<file path="src/rtl/gsh_pkg.sv">
// ----------------------------------------------------------------------------
// gsh_pkg
// Shared types and constants for the gamepad serial host.
// ----------------------------------------------------------------------------
package gsh_pkg;

    localparam int CFG_IDX_W  = 3;
    localparam int CFG_DATA_W = 20;

    localparam logic [CFG_IDX_W-1:0] REG_HALF_BIT  = 3'd0;
    localparam logic [CFG_IDX_W-1:0] REG_FRAME_GAP = 3'd1;
    localparam logic [CFG_IDX_W-1:0] REG_RETRY_GAP = 3'd2;
    localparam logic [CFG_IDX_W-1:0] REG_MAX_ATT   = 3'd3;
    localparam logic [CFG_IDX_W-1:0] REG_ACK_WAIT  = 3'd4;
    localparam logic [CFG_IDX_W-1:0] REG_AXIS_LOW  = 3'd5;
    localparam logic [CFG_IDX_W-1:0] REG_AXIS_HIGH = 3'd6;

    localparam logic [1:0] CMD_TICK = 2'd0;
    localparam logic [1:0] CMD_INIT = 2'd1;
    localparam logic [1:0] CMD_POLL = 2'd2;

    localparam logic [7:0] MODE_ANALOG = 8'h73;

    typedef struct packed {
        logic [1:0] cmd;
        logic       data_in;
        logic       ack_in;
    } t_in_word;

    typedef struct packed {
        logic       clock_out;
        logic       command_out;
        logic       attention_out;
        logic       busy_res;
        logic       done_res;
        logic       status;
        logic [4:0] button;
        logic [7:0] mode_id;
        logic [7:0] buttons_first;
        logic [7:0] buttons_second;
    } t_out_word;

    typedef struct packed {
        logic [7:0]  half_bit_ticks;
        logic [19:0] frame_gap_ticks;
        logic [19:0] retry_gap_ticks;
        logic [7:0]  max_attempts;
        logic [7:0]  ack_wait_ticks;
        logic [7:0]  axis_low_limit;
        logic [7:0]  axis_high_limit;
    } t_cfg;

    function automatic logic [7:0] frame_cmd(input logic [1:0] f, input logic [3:0] b);
        logic [7:0] v;
        v = 8'h00;
        case (b)
            4'd0: v = 8'h01;
            4'd1: begin
                case (f)
                    2'd0: v = 8'h43;
                    2'd1: v = 8'h44;
                    2'd2: v = 8'h43;
                    default: v = 8'h42;
                endcase
            end
            4'd3: v = (f == 2'd0 || f == 2'd1) ? 8'h01 : 8'h00;
            4'd4: begin
                case (f)
                    2'd1: v = 8'h03;
                    2'd2: v = 8'h5A;
                    default: v = 8'h00;
                endcase
            end
            4'd5, 4'd6, 4'd7, 4'd8: v = (f == 2'd2) ? 8'h5A : 8'h00;
            default: v = 8'h00;
        endcase
        return v;
    endfunction

endpackage

</file>
<file path="src/rtl/gsh_stream_if.sv">
// ----------------------------------------------------------------------------
// gsh_stream_if
// Valid/ready channel carrying one word of type T.
// ----------------------------------------------------------------------------
interface gsh_stream_if #(parameter type T = logic) ();
    logic valid;
    logic ready;
    T     data;
    modport source (output valid, output data, input ready);
    modport sink   (input valid, input data, output ready);
endinterface

</file>
<file path="src/rtl/gsh_decode.sv">
// ----------------------------------------------------------------------------
// gsh_decode
// Turns a poll reply into a dense button code.
// ----------------------------------------------------------------------------
module gsh_decode (
    input  logic [7:0] i_reply [8],
    input  logic [7:0] i_axis_low,
    input  logic [7:0] i_axis_high,
    output logic [4:0] o_button
);
    logic [7:0] v;
    always_comb begin
        o_button = 5'd0;
        v = 8'd128;
        if (i_reply[1] == 8'd255) begin
            o_button = 5'd0;
        end else if (i_reply[2] != 8'd255) begin
            case (i_reply[2])
                8'd127: o_button = 5'd1;
                8'd191: o_button = 5'd2;
                8'd223: o_button = 5'd3;
                8'd239: o_button = 5'd4;
                8'd254: o_button = 5'd5;
                8'd247: o_button = 5'd6;
                default: o_button = 5'd0;
            endcase
        end else if (i_reply[3] != 8'd255) begin
            case (i_reply[3])
                8'd223: o_button = 5'd7;
                8'd191: o_button = 5'd8;
                8'd127: o_button = 5'd9;
                8'd239: o_button = 5'd10;
                8'd251: o_button = 5'd11;
                8'd254: o_button = 5'd12;
                8'd247: o_button = 5'd13;
                8'd253: o_button = 5'd14;
                default: o_button = 5'd0;
            endcase
        end else begin
            for (int k = 7; k >= 4; k--) begin
                if (i_reply[k] != 8'd128) begin
                    v = i_reply[k];
                    if (v <= i_axis_low)       o_button = 5'(15 + 2 * (k - 4));
                    else if (v >= i_axis_high) o_button = 5'(16 + 2 * (k - 4));
                    else                       o_button = 5'd0;
                end
            end
        end
    end
endmodule

</file>
<file path="src/rtl/gamepad_serial_host_top.sv">
// ----------------------------------------------------------------------------
// gamepad_serial_host_top
// Tick-stepped host for a game-controller serial link: init and poll.
// ----------------------------------------------------------------------------
// Each input word is one tick; one word is taken per cycle while the skid is
// empty. Its result word is built combinationally from the input word and the
// frame sequencer's state and is registered in the output register, or first
// in a one-word skid when the output side stalls, which drops input ready.
module gamepad_serial_host_top #(
    parameter int FRAME_BYTES = 9
) (
    input  logic                            i_clk,
    input  logic                            i_rst_n,
    input  logic                            i_cfg_we,
    input  logic [gsh_pkg::CFG_IDX_W-1:0]   i_cfg_idx,
    input  logic [gsh_pkg::CFG_DATA_W-1:0]  i_cfg_data,
    gsh_stream_if.sink                      in_ch,
    gsh_stream_if.source                    out_ch
);
    import gsh_pkg::*;

    typedef enum logic [2:0] {
        PH_IDLE, PH_SELECT, PH_LOW, PH_HIGH, PH_ACK, PH_GAP
    } t_phase;

    localparam logic [3:0] LAST_BYTE = 4'(FRAME_BYTES - 1);

    t_cfg       r_cfg;
    t_phase     r_phase, n_phase;
    logic [1:0] r_frame, n_frame;
    logic [3:0] r_byte, n_byte;
    logic [2:0] r_bit, n_bit;
    logic [19:0] r_tick, n_tick;
    logic [7:0] r_att, n_att;
    logic [7:0] r_shift, n_shift;
    logic [7:0] r_reply [8];
    logic [7:0] n_reply [8];
    logic [4:0] r_button, n_button;
    logic       r_status, n_status;
    logic       r_init, n_init;
    logic       n_done;
    logic [4:0] dec_button;
    logic [7:0] cbyte;
    logic       cmo;
    logic       fire;
    t_out_word  n_word, r_out, r_skid;
    logic       r_out_v, r_skid_v;
    logic       tick_end;
    logic [19:0] gap_lim;

    gsh_decode u_decode (
        .i_reply    (r_reply),
        .i_axis_low (r_cfg.axis_low_limit),
        .i_axis_high(r_cfg.axis_high_limit),
        .o_button   (dec_button)
    );

    assign in_ch.ready = !r_skid_v;
    assign fire = in_ch.valid && in_ch.ready;
    assign tick_end = (r_tick + 20'd1) >= {12'd0, r_cfg.half_bit_ticks};
    assign gap_lim = (r_frame == 2'd3) ? r_cfg.retry_gap_ticks : r_cfg.frame_gap_ticks;

    always_comb begin
        n_phase = r_phase; n_frame = r_frame; n_byte = r_byte; n_bit = r_bit;
        n_tick = r_tick; n_att = r_att; n_shift = r_shift; n_reply = r_reply;
        n_button = r_button; n_status = r_status; n_init = r_init; n_done = 1'b0;
        case (r_phase)
            PH_IDLE: begin
                if (in_ch.data.cmd == CMD_INIT || in_ch.data.cmd == CMD_POLL) begin
                    n_init = (in_ch.data.cmd == CMD_INIT);
                    if (in_ch.data.cmd == CMD_INIT) n_att = 8'd0;
                    n_frame = (in_ch.data.cmd == CMD_INIT) ? 2'd0 : 2'd3;
                    n_byte = 4'd0; n_bit = 3'd0; n_tick = 20'd0; n_shift = 8'd0;
                    if (in_ch.data.cmd == CMD_POLL)
                        for (int i = 0; i < 8; i++) n_reply[i] = (i < 4) ? 8'd255 : 8'd128;
                    n_phase = PH_SELECT;
                end
            end
            PH_SELECT: begin
                if (tick_end) begin n_tick = 20'd0; n_phase = PH_LOW; end
                else n_tick = r_tick + 20'd1;
            end
            PH_LOW: begin
                if (tick_end) begin
                    n_shift = r_shift | (8'(in_ch.data.data_in) << r_bit);
                    n_tick = 20'd0; n_phase = PH_HIGH;
                end else n_tick = r_tick + 20'd1;
            end
            PH_HIGH: begin
                if (tick_end) begin
                    n_tick = 20'd0;
                    if (r_bit == 3'd7) begin
                        if (r_frame == 2'd3 && r_byte >= 4'd1 && r_byte <= 4'd8)
                            n_reply[3'(r_byte - 4'd1)] = r_shift;
                        n_bit = 3'd0; n_phase = PH_ACK;
                    end else begin
                        n_bit = r_bit + 3'd1; n_phase = PH_LOW;
                    end
                end else n_tick = r_tick + 20'd1;
            end
            PH_ACK: begin
                if (!in_ch.data.ack_in ||
                    (r_tick + 20'd1) >= {12'd0, r_cfg.ack_wait_ticks}) begin
                    n_tick = 20'd0;
                    if (r_byte >= ((r_frame == 2'd0) ? 4'd4 : LAST_BYTE)) begin
                        if (r_init) n_phase = PH_GAP;
                        else begin
                            n_button = dec_button; n_status = 1'b0;
                            n_phase = PH_IDLE; n_done = 1'b1;
                        end
                    end else begin
                        n_byte = r_byte + 4'd1; n_shift = 8'd0; n_phase = PH_LOW;
                    end
                end else n_tick = r_tick + 20'd1;
            end
            PH_GAP: begin
                if ((r_tick + 20'd1) >= gap_lim) begin
                    n_tick = 20'd0;
                    n_byte = 4'd0; n_bit = 3'd0; n_shift = 8'd0;
                    if (r_frame != 2'd3) begin
                        n_frame = r_frame + 2'd1;
                        if (r_frame == 2'd2)
                            for (int i = 0; i < 8; i++)
                                n_reply[i] = (i < 4) ? 8'd255 : 8'd128;
                        n_phase = PH_SELECT;
                    end else if (r_reply[0] == MODE_ANALOG) begin
                        n_status = 1'b0; n_phase = PH_IDLE; n_done = 1'b1;
                    end else begin
                        n_att = r_att + 8'd1;
                        if (n_att >= r_cfg.max_attempts || n_att == 8'd0) begin
                            n_status = 1'b1; n_phase = PH_IDLE; n_done = 1'b1;
                        end else begin
                            n_frame = 2'd0; n_phase = PH_SELECT;
                        end
                    end
                end else n_tick = r_tick + 20'd1;
            end
            default: n_phase = PH_IDLE;
        endcase
    end

    assign cbyte = frame_cmd(n_frame, n_byte);
    assign cmo = cbyte[n_bit];

    always_comb begin
        n_word = '0;
        n_word.clock_out     = (n_phase != PH_LOW);
        n_word.command_out   = (n_phase == PH_LOW || n_phase == PH_HIGH) ? cmo : 1'b1;
        n_word.attention_out = !(n_phase == PH_SELECT || n_phase == PH_LOW ||
                                 n_phase == PH_HIGH || n_phase == PH_ACK);
        n_word.busy_res      = (n_phase != PH_IDLE);
        n_word.done_res      = n_done;
        n_word.status        = n_status;
        n_word.button        = n_button;
        n_word.mode_id       = n_reply[0];
        n_word.buttons_first = n_reply[2];
        n_word.buttons_second = n_reply[3];
    end

    assign out_ch.valid = r_out_v;
    assign out_ch.data  = r_out;

    always_ff @(posedge i_clk) begin
        if (!i_rst_n) begin
            r_cfg <= '{8'd8, 20'd1000, 20'd100000, 8'd255, 8'd20, 8'd117, 8'd138};
            r_phase <= PH_IDLE; r_frame <= 2'd0; r_byte <= 4'd0; r_bit <= 3'd0;
            r_tick <= 20'd0; r_att <= 8'd0; r_shift <= 8'd0;
            for (int i = 0; i < 8; i++) r_reply[i] <= (i < 4) ? 8'd255 : 8'd128;
            r_button <= 5'd0; r_status <= 1'b0; r_init <= 1'b0;
            r_out_v <= 1'b0; r_skid_v <= 1'b0;
        end else begin
            if (i_cfg_we) begin
                case (i_cfg_idx)
                    REG_HALF_BIT:  r_cfg.half_bit_ticks  <= i_cfg_data[7:0];
                    REG_FRAME_GAP: r_cfg.frame_gap_ticks <= i_cfg_data;
                    REG_RETRY_GAP: r_cfg.retry_gap_ticks <= i_cfg_data;
                    REG_MAX_ATT:   r_cfg.max_attempts    <= i_cfg_data[7:0];
                    REG_ACK_WAIT:  r_cfg.ack_wait_ticks  <= i_cfg_data[7:0];
                    REG_AXIS_LOW:  r_cfg.axis_low_limit  <= i_cfg_data[7:0];
                    REG_AXIS_HIGH: r_cfg.axis_high_limit <= i_cfg_data[7:0];
                    default: ;
                endcase
            end
            if (fire) begin
                r_phase <= n_phase; r_frame <= n_frame; r_byte <= n_byte;
                r_bit <= n_bit; r_tick <= n_tick; r_att <= n_att;
                r_shift <= n_shift; r_reply <= n_reply; r_button <= n_button;
                r_status <= n_status; r_init <= n_init;
            end
            // output register with one-word skid
            if (!r_out_v || out_ch.ready) begin
                if (r_skid_v) begin
                    r_out <= r_skid; r_out_v <= 1'b1; r_skid_v <= 1'b0;
                end else begin
                    r_out <= n_word; r_out_v <= fire;
                end
            end else if (fire) begin
                r_skid <= n_word; r_skid_v <= 1'b1;
            end
        end
    end
endmodule

</file>
<file path="src/flat_wrapper.sv">
// flat-port wrapper written by rule: the top's interface ports become plain ports
module gamepad_serial_host_top_flat import gsh_pkg::*;
#(
    parameter int FRAME_BYTES = 9
)
  (i_clk, i_rst_n, i_cfg_we, i_cfg_idx, i_cfg_data, in_ch_valid, in_ch_data, in_ch_ready, out_ch_valid, out_ch_data, out_ch_ready);
  gsh_stream_if #(.T(t_in_word)) in_ch_i ();
  gsh_stream_if #(.T(t_out_word)) out_ch_i ();
  input  logic i_clk;
  input  logic i_rst_n;
  input  logic i_cfg_we;
  input  logic [gsh_pkg::CFG_IDX_W-1:0] i_cfg_idx;
  input  logic [gsh_pkg::CFG_DATA_W-1:0] i_cfg_data;
  input wire logic [$bits(in_ch_i.valid)-1:0] in_ch_valid;
  input wire logic [$bits(in_ch_i.data)-1:0] in_ch_data;
  output wire logic [$bits(in_ch_i.ready)-1:0] in_ch_ready;
  output wire logic [$bits(out_ch_i.valid)-1:0] out_ch_valid;
  output wire logic [$bits(out_ch_i.data)-1:0] out_ch_data;
  input wire logic [$bits(out_ch_i.ready)-1:0] out_ch_ready;
  assign in_ch_i.valid = in_ch_valid;
  assign in_ch_i.data = in_ch_data;
  assign in_ch_ready = in_ch_i.ready;
  assign out_ch_valid = out_ch_i.valid;
  assign out_ch_data = out_ch_i.data;
  assign out_ch_i.ready = out_ch_ready;
  gamepad_serial_host_top #(.FRAME_BYTES(FRAME_BYTES)) u_core (.i_clk(i_clk), .i_rst_n(i_rst_n), .i_cfg_we(i_cfg_we), .i_cfg_idx(i_cfg_idx), .i_cfg_data(i_cfg_data), .in_ch(in_ch_i), .out_ch(out_ch_i));
endmodule
</file>
<file path="config.mk">
export PLATFORM = sky130hd
export DESIGN_NAME = gamepad_serial_host_top_flat
export DESIGN_NICKNAME = d
export VERILOG_FILES = /design/src/rtl/gsh_pkg.sv /design/src/rtl/gsh_stream_if.sv /design/src/rtl/gsh_decode.sv /design/src/rtl/gamepad_serial_host_top.sv /design/src/flat_wrapper.sv
export SDC_FILE = /design/constraint.sdc
export NUM_CORES = 1
export LEC_CHECK = 0
export BUFFER_PORTS_ARGS = -buffer_cell sky130_fd_sc_hd__buf_2
export CAP_MARGIN = 15
export CELL_PAD_IN_SITES_DETAIL_PLACEMENT = 1
export CELL_PAD_IN_SITES_GLOBAL_PLACEMENT = 2
export CORE_UTILIZATION = 35
export CTS_CLUSTER_DIAMETER = 50
export DETAILED_ROUTE_END_ITERATION = 10
export GPL_ROUTABILITY_DRIVEN = 0
export PLACE_DENSITY_LB_ADDON = 0.1
export SLEW_MARGIN = 15
export SYNTH_ARGS = -nofsm -noshare
export SYNTH_HDL_FRONTEND = slang
export SYNTH_HIERARCHICAL = 1
export SYNTH_SLANG_ARGS = --single-unit
export TNS_END_PERCENT = 100
</file>
<file path="constraint.sdc">
create_clock -name i_clk -period 5.4 [get_ports i_clk]
set_input_delay 1.08 -clock i_clk [delete_from_list [all_inputs] [get_ports i_clk]]
set_output_delay 1.08 -clock i_clk [all_outputs]
set_load 0.01 [all_outputs]
</file>
==> metrics.txt <==
ANT nets after route 0; maxcap violations 0; DR WL/cell 20.5 um; CP Max Fanout 7; Leak Pwr about 7.0 nW; Tcrit/Tclk final between 90 and 100%; largest net degree at the start of global routing 73; Hold Vio Cnt, Final 0; via/cell ratio around 5.5; Relative slew margins 28.5%; Die ar. 0.0444 sq mm; fmax between 150 and 200 MHz; Final nets 1,957; synth cell count leaders 266 x nand2_1, 201 x dfxtp_1, 161 x nor2_1; DR vias 13.2k; Worst path top cell family by delay compound AO/OA/AOI/OAI gates; Max Slew Vio Count 0; Tightest Pin Transition 1.06 ns; proportion of synthesized area in mux cells roughly 4.4%; Switching Fraction 27.1%; Area Overhead vs Synth 16.3%; Global Route Usage Sum between 20% and 30%; placed instance count between 2k and 2.5k; Power per Cell Area roughly 310 mW/mm^2; clk sinks roughly 270; CTS tree done; Slowest cell on crit path a2111oi_0; P_sw 1.48 mW; Synth Register Bits 271; worst reg2reg startpoint u_core/r_frame[1]; count leader, synth nand2_1; crit-path most repeated cell ha_1; Yosys top cell area share approximately a quarter; Setup CP Type register to register; Post-Synth XOR/XNOR Area 1.90%; utilization after layout 41.2%; Comb pwr share 9.9%; clock network fraction of total power around 50%; Critical Path Sink Type register; Worst setup SP type register; worst path bufs/invs 1; Seq pwr share 40.1%; HP Class register to register; number of diodes 0; simple-gate share of the synthesized area between 10% and 20%; share of layout cells above drive strength 1 13.5%; H-tree level count 2; Die Wd 211 um; vias in the first global route about 13k; IO Port Bufs 68; area of the mapped netlist 0.0152 sq mm; Worst Skew 0.0192 ns; post-DP HPWL 35.8 mm; DIE HEIGHT 211 um; Clock Tree Buf Depth 3; Worst Hold Launch u_core/r_cfg[43]; sequential-to-total area share from yosys stat between 40% and 50%; Setup Viol. Count Final 0; Synthesized Nets 1,900; clk_lat worst skew 0.57 ns; final wirelength approximately 49 mm; Post-Syn Instances 1,741; Period minus WS final 5.06 ns; Pre-antenna DRT Iters 5; Worst EP arrival ~5.5 ns; Core ar. about 0.043 sq mm; first-pass GRT wire length 78.1 mm; Syn Area/Cell 8.76 sq um; Worst-path clk slew ~0.050 ns; Worst IR Drop VDD between 0.2 and 0.25 mV; internal power approximately 4 mW; Num CTS Buffers 42; Synthesis Warnings 6; DRC errors left 0; crit path cell chain ha_1 -> mux2_2 -> ha_1 -> nand2b_1 -> a2111oi_0 -> nor4b_4 -> nor4_1 -> buf_4 -> nor2_1 -> a32o_1 -> a21oi_2 -> ha_1 -> nor2_1 -> or3_1 -> a211o_1 -> a221o_1 -> a32oi_1; initial core utilization between 30% and 40%; largest family of logic cells by synthesized area simple AND/OR/NAND/NOR gates; area share of fa/ha/maj cells after synthesis 10.6%; dominant cell type by area after synthesis dfxtp_1; post-synth cell types 81; max incr delay on CP 0.76 ns; Synth Area in Compound Gates 18.9%; Final Non-Filler Cells 2,417; ys async rst share 0%; Setup TNS 0 ns; Crit. Startpoint u_core/r_frame[1]; drt initial violations 644; status finished clean; initial antenna violation count 0; Synth area leaders dfxtp_1 26%, edfxtp_1 14%, ha_1 10%, nand2_1 6.6%, a21oi_1 4.1%; Crit path required time between 5 and 6 ns; # rows 76; Main synth FF type dfxtp_1; # IOs 69; Overflow after GRT 0; unrepaired setup endpoints after global routing false; clk root buf clkbuf_16; EDFF count, synth 70
-- kinds of logic after synthesis --
kind of cell             after synthesis
multiplexers                          62
adder cells (fa/ha/maj)              130
buffers and inverters                161
XOR/XNOR                              33
AO/OA/AOI/OAI                        429
flip-flops                           271
AND/OR/NAND/NOR                      655
-- final timing paths --
| check | end | slack [ns] | cells after the start |
|---|---|---|---|
| worst max-delay path | u_core/out_ch.data[33] | 0.34 | 17 |
| worst min register to register | u_core/r_cfg[43] | 0.45 | 2 |
| worst max register to register | u_core/out_ch.data[33] | 0.34 | 17 |
| worst min-delay path | u_core/r_cfg[43] | 0.45 | 2 |
-- layer usage --
layer	wire length, um	up-vias	share of wire (%)	GRT usage [%]
met5	0	-	0	0
met3	1680	86	3.4	3.23
met4	1430	0	2.9	7.82
met2	23300	195	47	37.9
met1	23000	6439	47	29.5
li1	-	6457	-	-
-- cell usage in the layout, fill, tap and decap left out, drive strengths merged, types with 11 or more instances in the layout --
master / instances
a211oi: 28
a21o: 27
a21oi: 126
a22oi: 46
and2: 11
and3: 13
buf: 102
clkbuf: 51
clkinv: 13
dfxtp: 201
edfxtp: 70
ha: 127
inv: 79
mux2: 37
mux2i: 25
nand2: 268
nand2b: 14
nand3: 58
nand4: 23
nor2: 163
nor2b: 15
nor3: 31
nor4: 18
o211ai: 18
o21ai: 54
o22a: 22
o22ai: 26
xnor2: 17
xor2: 16
-- power by group through the flow --
stage | clock (mW) | combinational [mW] | sequential, mW
2_1_floorplan | 0 | 0.360 | 2.21
3_3_place_gp | 0 | 0.530 | 2.23
3_5_place_dp | 0 | 0.540 | 2.23
4_1_cts | 2.80 | 0.544 | 2.19
5_1_grt | 2.88 | 0.605 | 2.20
6_report | 2.73 | 0.542 | 2.19
-- state kept, by name, indices dropped and copies added, names as in the netlist --
register and flops:
u_core/r_att 8, u_core/r_reply 64, u_core/r_init 1, u_core/r_status 1
u_core/r_shift 8, u_core/r_skid 35, u_core/r_button 5, u_core/r_phase 3
u_core/r_frame 2, u_core/r_cfg 80, u_core/r_skid_v 1, u_core/r_byte 4
u_core/r_tick 20, u_core/out_ch.data 35, u_core/r_bit 3, u_core/out_ch.valid 1
-- worst reg2reg max path, cell delays in order (launching register included) --
cell and delay (ns):
dfxtp_1 0.45, ha_1 0.35, mux2_2 0.40, ha_1 0.27
nand2b_1 0.14, a2111oi_0 0.76, nor4b_4 0.09, nor4_1 0.28
buf_4 0.20, nor2_1 0.06, a32o_1 0.27, a21oi_2 0.25
ha_1 0.23, nor2_1 0.05, or3_1 0.31, a211o_1 0.27
a221o_1 0.32, a32oi_1 0.20
-- area by class of cell --
class                   instances  area [sq um]
clock buffers                  51          1130
clock inverters                27           284
fillers                      5038         25300
inverters                      72           273
multi-input cells            1309          8570
flip-flops and latches        271          6130
well taps                     585           732
repair buffers                102           608
-- metrics by stage --
stage	setup slack (ns)	power (mW)	hold slack, ns	instance area [sq um]
global route	0.0190	5.68	0.476	17700
global placement	0.204	2.76	0.441	16300
floorplan	0.326	2.57	0.433	15200
detailed placement	0.0280	2.78	0.448	16300
CTS	0.00739	5.54	0.455	17700
finish	0.337	5.46	0.454	17700
-- repair_timing --
item,CTS,global route
hold endpoints to repair,0,0
gates resized for setup,1,15
buffers inserted,0,1
cloned,0,0
endpoints found under the setup margin,1,49
pin swaps,0,1
hold buffers,0,0
Note: power is estimated with default switching activity, not from simulation.
